<file path="src/design/deq_pkg.sv">
// Shared types and constants for the double-ended queue.
`timescale 1ns / 1ps
package deq_pkg;

   localparam int KIND_W      = 2;
   localparam int STATUS_W    = 2;
   localparam int PAYLOAD_W   = 32;
   localparam int OCC_W       = 5;
   localparam int REQ_TDATA_W = 32;
   localparam int REQ_TUSER_W = 8;
   localparam int RSP_TDATA_W = 40;
   localparam int RSP_TUSER_W = 8;
   localparam int WIDE_W      = 64;

   typedef enum logic [KIND_W-1:0] {
      KIND_PUSH_FRONT = 2'd0,
      KIND_PUSH_BACK  = 2'd1,
      KIND_POP_FRONT  = 2'd2,
      KIND_POP_BACK   = 2'd3
   } deq_kind_type;

   typedef enum logic [STATUS_W-1:0] {
      ST_OK    = 2'd0,
      ST_EMPTY = 2'd1,
      ST_FULL  = 2'd2
   } deq_status_type;

   // Per-cycle command broadcast to every cell, already qualified by full/empty.
   typedef struct packed {
      logic push_front;
      logic push_back;
      logic pop_front;
      logic pop_back;
   } deq_cmd_type;

endpackage

</file>
<file path="src/design/deq_cell.sv">
// One storage cell of the queue chain: an entry and its valid bit.
`timescale 1ns / 1ps
module deq_cell #(
   parameter int VALUE_WIDTH = 32
) (
   input  logic                    clock,
   input  logic                    reset,
   input  deq_pkg::deq_cmd_type    cmd,
   input  logic [VALUE_WIDTH-1:0]  push_value,
   input  logic [VALUE_WIDTH-1:0]  left_data,
   input  logic                    left_valid,
   input  logic [VALUE_WIDTH-1:0]  right_data,
   input  logic                    right_valid,
   output logic [VALUE_WIDTH-1:0]  data,
   output logic                    valid,
   output logic [VALUE_WIDTH-1:0]  tail_data
);
   import deq_pkg::*;

   logic [VALUE_WIDTH-1:0] data_ff;
   logic [VALUE_WIDTH-1:0] data_in;
   logic                   valid_ff;
   logic                   valid_in;

   always_comb begin
      data_in  = data_ff;
      valid_in = valid_ff;
      if (cmd.push_front) begin
         // whole row moves one cell towards the back
         data_in  = left_data;
         valid_in = left_valid;
      end else if (cmd.pop_front) begin
         data_in  = right_data;
         valid_in = right_valid;
      end else if (cmd.push_back) begin
         // first empty cell behind a filled one takes the new entry
         if (!valid_ff && left_valid) begin
            data_in  = push_value;
            valid_in = 1'b1;
         end
      end else if (cmd.pop_back) begin
         if (valid_ff && !right_valid) begin
            valid_in = 1'b0;
         end
      end
   end

   always_ff @(posedge clock) begin
      data_ff <= data_in;
   end

   always_ff @(posedge clock) begin
      if (reset) begin
         valid_ff <= 1'b0;
      end else begin
         valid_ff <= valid_in;
      end
   end

   assign data      = data_ff;
   assign valid     = valid_ff;
   assign tail_data = (valid_ff && !right_valid) ? data_ff : '0;

endmodule

</file>
<file path="src/design/double_ended_queue_top.sv">
// Top level of the double-ended queue built as a chain of entry cells.
//
// Usage:
//   req_* carries one operation per beat: req_tuser holds the kind (push
//   front, push back, pop front, pop back) and req_tdata the value to push.
//   rsp_* returns exactly one beat per operation with the popped value, the
//   occupancy after the operation and a status (ok, empty pop, full push).
//   Entries sit in a row of DEPTH cells, front in cell 0; a front push or pop
//   shifts the whole row by one cell, while a back push or pop acts
//   on the cell at the tail of the occupied run.
//   The response is registered in the cycle that takes the operation.
//   Throughput is one operation per clock while rsp_tready is high; the cell
//   update and the tail selection across the row are both done in that cycle.
//   The response register is refilled in the cycle it is taken, so the
//   request side keeps flowing while rsp_tready is high. When the receiver
//   stalls, the response holds and req_tready drops until it is taken.
//   Reset clears all valid bits, the count and the response valid flag; the
//   queue is empty and ready in the first cycle after reset.
`timescale 1ns / 1ps
module double_ended_queue_top #(
   parameter int DEPTH       = 16,
   parameter int VALUE_WIDTH = 32
) (
   input  logic                              clock,
   input  logic                              reset,
   input  logic                              req_tvalid,
   output logic                              req_tready,
   input  logic [deq_pkg::REQ_TDATA_W-1:0]   req_tdata,  // [31:0] push_value
   input  logic [deq_pkg::REQ_TUSER_W-1:0]   req_tuser,  // [1:0] kind, [7:2] zero
   output logic                              rsp_tvalid,
   input  logic                              rsp_tready,
   output logic [deq_pkg::RSP_TDATA_W-1:0]   rsp_tdata,  // [31:0] pop_value,
                                                         // [36:32] occupancy, [39:37] zero
   output logic [deq_pkg::RSP_TUSER_W-1:0]   rsp_tuser   // [1:0] status, [7:2] zero
);
   import deq_pkg::*;

   localparam int CNT_W = $clog2(DEPTH + 1);

   logic                   accept;
   deq_kind_type           kind;
   logic [WIDE_W-1:0]      push_wide;
   logic [VALUE_WIDTH-1:0] push_w;
   logic                   full;
   logic                   empty;
   deq_cmd_type            cmd;
   deq_status_type         status;
   logic [VALUE_WIDTH-1:0] pop_w;
   logic [VALUE_WIDTH-1:0] tail_or;
   logic [WIDE_W-1:0]      pop_wide;
   logic [WIDE_W-1:0]      count_wide;

   logic [VALUE_WIDTH-1:0] cell_data [DEPTH];
   logic                   cell_valid [DEPTH];
   logic [VALUE_WIDTH-1:0] cell_tail [DEPTH];

   logic [CNT_W-1:0]       count_ff;
   logic [CNT_W-1:0]       count_in;
   logic                   rsp_valid_ff;
   logic [PAYLOAD_W-1:0]   rsp_value_ff;
   logic [OCC_W-1:0]       rsp_occ_ff;
   deq_status_type         rsp_status_ff;

   assign req_tready = !rsp_valid_ff || rsp_tready;
   assign accept     = req_tvalid && req_tready;
   assign kind       = deq_kind_type'(req_tuser[KIND_W-1:0]);
   assign push_wide  = WIDE_W'(req_tdata[PAYLOAD_W-1:0]);
   assign push_w     = push_wide[VALUE_WIDTH-1:0];
   assign full       = (count_ff == CNT_W'(DEPTH));
   assign empty      = (count_ff == '0);

   always_comb begin
      cmd      = '0;
      status   = ST_OK;
      count_in = count_ff;
      unique case (kind)
         KIND_PUSH_FRONT, KIND_PUSH_BACK: begin
            if (full) begin
               status = ST_FULL;
            end else begin
               cmd.push_front = accept && (kind == KIND_PUSH_FRONT);
               cmd.push_back  = accept && (kind == KIND_PUSH_BACK);
               count_in       = count_ff + CNT_W'(1);
            end
         end
         KIND_POP_FRONT, KIND_POP_BACK: begin
            if (empty) begin
               status = ST_EMPTY;
            end else begin
               cmd.pop_front = accept && (kind == KIND_POP_FRONT);
               cmd.pop_back  = accept && (kind == KIND_POP_BACK);
               count_in      = count_ff - CNT_W'(1);
            end
         end
         default: begin
            status = ST_OK;
         end
      endcase
   end

   genvar gi;
   generate
      for (gi = 0; gi < DEPTH; gi++) begin : g_cell
         logic [VALUE_WIDTH-1:0] left_data;
         logic                   left_valid;
         logic [VALUE_WIDTH-1:0] right_data;
         logic                   right_valid;

         // cell 0 sees the incoming value as its front neighbour
         if (gi == 0) begin : g_head
            assign left_data  = push_w;
            assign left_valid = 1'b1;
         end else begin : g_mid
            assign left_data  = cell_data[gi-1];
            assign left_valid = cell_valid[gi-1];
         end

         if (gi == DEPTH - 1) begin : g_last
            assign right_data  = '0;
            assign right_valid = 1'b0;
         end else begin : g_inner
            assign right_data  = cell_data[gi+1];
            assign right_valid = cell_valid[gi+1];
         end

         deq_cell #(
            .VALUE_WIDTH (VALUE_WIDTH)
         ) u_cell (
            .clock       (clock),
            .reset       (reset),
            .cmd         (cmd),
            .push_value  (push_w),
            .left_data   (left_data),
            .left_valid  (left_valid),
            .right_data  (right_data),
            .right_valid (right_valid),
            .data        (cell_data[gi]),
            .valid       (cell_valid[gi]),
            .tail_data   (cell_tail[gi])
         );
      end
   endgenerate

   // only the tail cell drives a non-zero word
   always_comb begin
      tail_or = '0;
      for (int i = 0; i < DEPTH; i++) begin
         tail_or = tail_or | cell_tail[i];
      end
   end

   always_comb begin
      pop_w = '0;
      if (status == ST_OK) begin
         if (kind == KIND_POP_FRONT) begin
            pop_w = cell_data[0];
         end else if (kind == KIND_POP_BACK) begin
            pop_w = tail_or;
         end
      end
   end

   assign pop_wide   = WIDE_W'(pop_w);
   assign count_wide = WIDE_W'(count_in);

   always_ff @(posedge clock) begin
      if (reset) begin
         count_ff     <= '0;
         rsp_valid_ff <= 1'b0;
      end else begin
         if (accept) begin
            count_ff     <= count_in;
            rsp_valid_ff <= 1'b1;
         end else if (rsp_tready) begin
            rsp_valid_ff <= 1'b0;
         end
      end
   end

   always_ff @(posedge clock) begin
      if (accept) begin
         rsp_value_ff  <= pop_wide[PAYLOAD_W-1:0];
         rsp_occ_ff    <= count_wide[OCC_W-1:0];
         rsp_status_ff <= status;
      end
   end

   assign rsp_tvalid = rsp_valid_ff;
   assign rsp_tdata  = {(RSP_TDATA_W - PAYLOAD_W - OCC_W)'(0), rsp_occ_ff, rsp_value_ff};
   assign rsp_tuser  = {(RSP_TUSER_W - STATUS_W)'(0), rsp_status_ff};

endmodule

</file>
<file path="config.mk">
export PLATFORM = sky130hd
export DESIGN_NAME = double_ended_queue_top
export DESIGN_NICKNAME = d
export VERILOG_FILES = /design/src/design/deq_pkg.sv /design/src/design/deq_cell.sv /design/src/design/double_ended_queue_top.sv
export SDC_FILE = /design/constraint.sdc
export NUM_CORES = 1
export LEC_CHECK = 0
export ABC_AREA = 1
export ABC_CLOCK_PERIOD_IN_PS = 7300
export BUFFER_PORTS_ARGS = -buffer_cell sky130_fd_sc_hd__buf_2
export CAP_MARGIN = 20
export CELL_PAD_IN_SITES_DETAIL_PLACEMENT = 0
export CELL_PAD_IN_SITES_GLOBAL_PLACEMENT = 2
export CORE_ASPECT_RATIO = 0.75
export CORE_MARGIN = 1
export CORE_UTILIZATION = 25
export CTS_CLUSTER_SIZE = 30
export DETAILED_ROUTE_END_ITERATION = 7
export PLACE_DENSITY = 0.63
export SYNTH_ARGS = -nofsm -noshare
export SYNTH_HDL_FRONTEND = slang
export SYNTH_HIERARCHICAL = 1
export SYNTH_SLANG_ARGS = --single-unit
</file>
<file path="constraint.sdc">
create_clock -name clock -period 7.3 [get_ports clock]
set_input_delay 0.73 -clock clock [delete_from_list [all_inputs] [get_ports clock]]
set_output_delay 0.73 -clock clock [all_outputs]
set_load 0.005 [all_outputs]
</file>
# Yosys cells after proc, flatten, opt, wreduce, memory -nomap -nowiden
# Cells that the tools add are included.
# classes
add_sub_neg	2
n_eq_ne	20
mux	188
bitwise	15
reduce_logical	107
# op_table
op	n
$mux 32	82
$or 32x32->32	15
$mux 1	97
$reduce_bool 4->1	16
$ne 4x2->1 const B	15
$reduce_bool 3->1	16
$reduce_and 3->1	14
$reduce_and 2->1	18
$logic_and 1x1->1	20
$logic_not 1->1	16
$mux 2	5
$mux 5	2
$pmux 5 s2	1
$add 5x1->5 const B	1
$eq 5x5->1 const B	1
$logic_not 5->1	1
$sub 5x1->5 const B	1
$eq 2x2->1 const B	2
$logic_not 2->1	2
$pmux 2 s2	1
$reduce_or 2->1	2
$ne 3x3->1 const B	1
$eq 2x1->1 const B	1
$reduce_bool 2->1	1
$logic_or 1x1->1	1
# word_totals
reg_bits	573
inputBits	44
output_inout_bits	50
elab_cells	369

# Logic depth before layout (Yosys ltp)
# logic_depth
ltp_word	20
depth_mapped	14
depth_no_buf	13

# Modules after synthesis
# The synthesis kept the hierarchy.
# modules_own_cells
mod	instances	cells_per_inst	area_per_inst_um2	seq_area_each_um2
deq_cell	16	265	1983.2	980.9
double_ended_queue_top	1	628	3973.8	1291.2

# Least setup slack after synthesis
# Ideal clock, no wire load.
# synth_path
path_kind	input to register
startpoint	in req_tuser[0] in the netlist's numbering
endpoint	reg g_cell[0].u_cell.data_ff[0] (enable)
setup_time_ns	0.466
t_arrival_ns	5.241
required_ns	6.834
path_slack_ns	1.593
path_stages	6
path_buffers	2
cell_sequence	buf_4 -> inv_2 -> buf_2 -> nor3_1 -> inv_1 -> o21ai_0
# synth_rtl
item	line	rtl
from (decl)	double_ended_queue_top.sv:29	input logic [deq_pkg::REQ_TUSER_W-1:0] req_tuser,
to (signal assigned)	deq_cell.sv:49	data_ff <= data_in;
to (decl)	deq_cell.sv:20	logic [VALUE_WIDTH-1:0] data_ff;

==> flow_metrics.env <==
export IMPL_ctsHoldBuffers=0
export IMPL_critPathCaptureType="flip-flop"
export IMPL_dpl_cell_count=6636
export IMPL_synth_top_area_share=0.463
export IMPL_synth_edf_count=551
export IMPL_finalHoldViolations=0
export IMPL_r2r_start="count_ff[1]"
export IMPL_die_w_um=438
export IMPL_grt_pass1_vias=30483
export IMPL_power_w=0.00960
export IMPL_post_cts_resized=0
export IMPL_cts_root_buffer="clkbuf_16"
export IMPL_drt_total_wl_um=160000
export IMPL_pin_count=94
export IMPL_drive_gt1_frac=0.0662
export IMPL_crit_path_start_kind="flip-flop"
export IMPL_post_cts_buffers=0
export IMPL_async_reset_ff_frac=0
export IMPL_fp_dieH_um=329
export IMPL_worst_pin_slew_ns=1.12
export IMPL_p_leak_nw=17.6
export IMPL_cp_max_fo=163
export IMPL_finClkSkew_ns=0.0296
export IMPL_drc=0
export IMPL_synthTopCellsByArea="edfxtp_1 (46%), a21oi_1 (15%), nor2_1 (14%)"
export IMPL_yosys_warnings=6
export IMPL_period_needed_ns=4.24
export IMPL_firstDrtPassIters=6
export IMPL_crit_type="flip-flop to flip-flop"
export IMPL_cts_tree="yes"
export IMPL_io_buffers=78
export IMPL_setup_violations=0
export IMPL_ys_seq_elements=573
export IMPL_initial_core_util=0.253
export IMPL_grt_busiest_layer="met1"
export IMPL_hp_class="input port to flip-flop"
export IMPL_p_comb_frac=0.191
export IMPL_critPathRequiredTime_ns=7.59
export IMPL_drv_cap=0
export IMPL_use_met2=0.327
export IMPL_via_count=32865
export IMPL_ys_flop_type="edfxtp_1"
export IMPL_internal_power_w=0.00646
export IMPL_status="complete, no violations"
export IMPL_gp_congestion=0.784
export IMPL_critPathBufInv=3
export IMPL_grt_setup_unrepaired="false"
export IMPL_yosys_area_top_type="edfxtp_1"
export IMPL_cts_sinks=573
export IMPL_ant_nets=0
export IMPL_dieArea_um2=144000
export IMPL_finalSetupTns_ns=0
export IMPL_yosys_cell_count_top_type="nor2_1"
export IMPL_grtUsageTotal=0.216
export IMPL_wl_per_cell_um=23.6
export IMPL_met1_usage=0.327
export IMPL_crit_chain="inv_1, ha_1, nand3_2, nand2_4, nor3_2, buf_12, nor2_1, o21ai_4, buf_4"
export IMPL_first_iter_violations=3245
export IMPL_dp_hpwl_um=90500
export IMPL_slew_viol_final=0
export IMPL_slew_headroom=0.250
export IMPL_critPathTopFamily="buffers and inverters"
export IMPL_synth_common_cells="nor2_1 (1,305), a21oi_1 (1,046), nand2_1 (695)"
export IMPL_yosysSeqAreaShare=0.476
export IMPL_swShare=0.327
export IMPL_hp_start="rsp_tready"
export IMPL_setup_worst_path_start="count_ff[1]"
export IMPL_fmax_mhz=236
export IMPL_worstSkewPairLatency_ns=0.69
export IMPL_clkPwrFrac=0.374
export IMPL_grt_max_degree=164
export IMPL_antenna_found_initial=5
export IMPL_met3_usage=0.0255
export IMPL_core_area_um2=141000
export IMPL_worst_ep_arrival_time_ns=4.53
export IMPL_final_nets=4880
export IMPL_syn_inst=4868
export IMPL_fin_hold_ws_ns=0.377
export IMPL_grt_pass1_wl_um=226000
export IMPL_grt_overflow=0
export IMPL_avgViaCountPerCell=4.85
export IMPL_yosysUniqueCellTypes=29
export IMPL_post_route_period_util=0.581
export IMPL_power_density_nw_per_um2=241
export IMPL_clock_path_buffers=3
export IMPL_critPathSlowestCell="buf_12"
export IMPL_pwr_share_seq=0.435
export IMPL_avgSynthCellArea_um2=7.33
export IMPL_irDropWorstVdd_uv=151
export IMPL_path_clk_slew_ns=0.06
export IMPL_syn2layout_area_growth_pct=11.6
export IMPL_netlist_area_um2=35700
export IMPL_switching_power_w=0.00314
export IMPL_numCtsBuffers=71
export IMPL_final_cells=6770
export IMPL_rows=119
export IMPL_htreeDepth=3
export IMPL_critPathMaxStageDelay_ns=0.65
==> area by class of cell <==
| class | instances | area [um2] |
|---|---|---|
| antenna | 2 | 5.00 |
| fill | 15387 | 101000 |
| inverter | 674 | 2570 |
| timing repair buffer | 143 | 966 |
| multi-input combinational | 3371 | 14800 |
| tap | 1875 | 2350 |
| sequential | 573 | 17000 |
| clock inverter | 35 | 249 |
| clock buffer | 97 | 1960 |
==> worst reg2reg max path: stages (launching register included) <==
cell and delay (ns):
dfxtp_1 0.41, inv_1 0.12, ha_1 0.27, nand3_2 0.13, nand2_4 0.49, nor3_2 0.53
buf_12 0.65, nor2_1 0.31, o21ai_4 0.31, buf_4 0.62
==> logic make-up after synthesis <==
logic type	count (synthesis)	share of synthesized area
AO/OA/AOI/OAI	1063	0.149
XOR/XNOR	2	0.000491
adder cells (fa/ha/maj)	2	0.000701
buffers and inverters	967	0.122
flip-flops	573	0.476
other	2	0.000210
AND/OR/NAND/NOR	2259	0.252
==> registers in the layout, summed over array words and instances (netlist names) <==
name	flops
g_cell.u_cell/data	512
g_cell.u_cell/valid	16
count_ff	5
rsp_status_ff	2
rsp_tvalid	1
rsp_occ_ff	5
rsp_value_ff	32
==> worst paths after layout <==
check	end	slack, ns	depth (start not counted)
max	g_cell[9].u_cell/data[8]	3.06	9
min	rsp_tvalid	0.38	4
max reg2reg	g_cell[9].u_cell/data[8]	3.06	9
min reg2reg	rsp_tvalid	0.53	2
==> layout by cell type, fill, tap and decap left out, types with 12 or more instances in the layout <==
cell type,n
nor3_1,64
conb_1,45
inv_1,637
inv_2,21
nand2_2,17
buf_4,58
nand3b_1,32
clkinv_2,12
clkinv_1,15
clkbuf_1,22
clkbuf_16,75
or2_0,16
buf_2,78
o21ai_4,16
edfxtp_1,551
a21oi_1,1046
nor2_1,1305
nand3_1,91
dfxtp_1,22
nand4_1,39
inv_4,16
nand2_1,679
==> layer usage <==
layer | vias to the layer above | share of wire
li1 | 15587 | -
met1 | 16062 | 0.49
met2 | 1069 | 0.43
met3 | 147 | 0.057
met5 | - | 0
met4 | 0 | 0.019
==> metrics by stage <==
step / setup slack (ns) / utilization / area, um2
2_1_floorplan: 1.59 / - / 35900
5_1_grt: 2.85 / 0.283 / 39800
4_1_cts: 3.03 / 0.283 / 39800
6_report: 3.06 / 0.283 / 39800
3_5_place_dp: 3.04 / 0.267 / 37600
3_3_place_gp: 3.04 / 0.267 / 37600
==> power groups by stage <==
stage	clock network (W)	logic (W)	registers [W]
global route	0.00381	0.00201	0.00421
CTS	0.00369	0.00184	0.00418
detailed placement	0	0.00183	0.00425
global placement	0	0.00182	0.00425
floorplan	0	0.00110	0.00419
finish	0.00359	0.00183	0.00418
(Power assumes the default switching activity.)
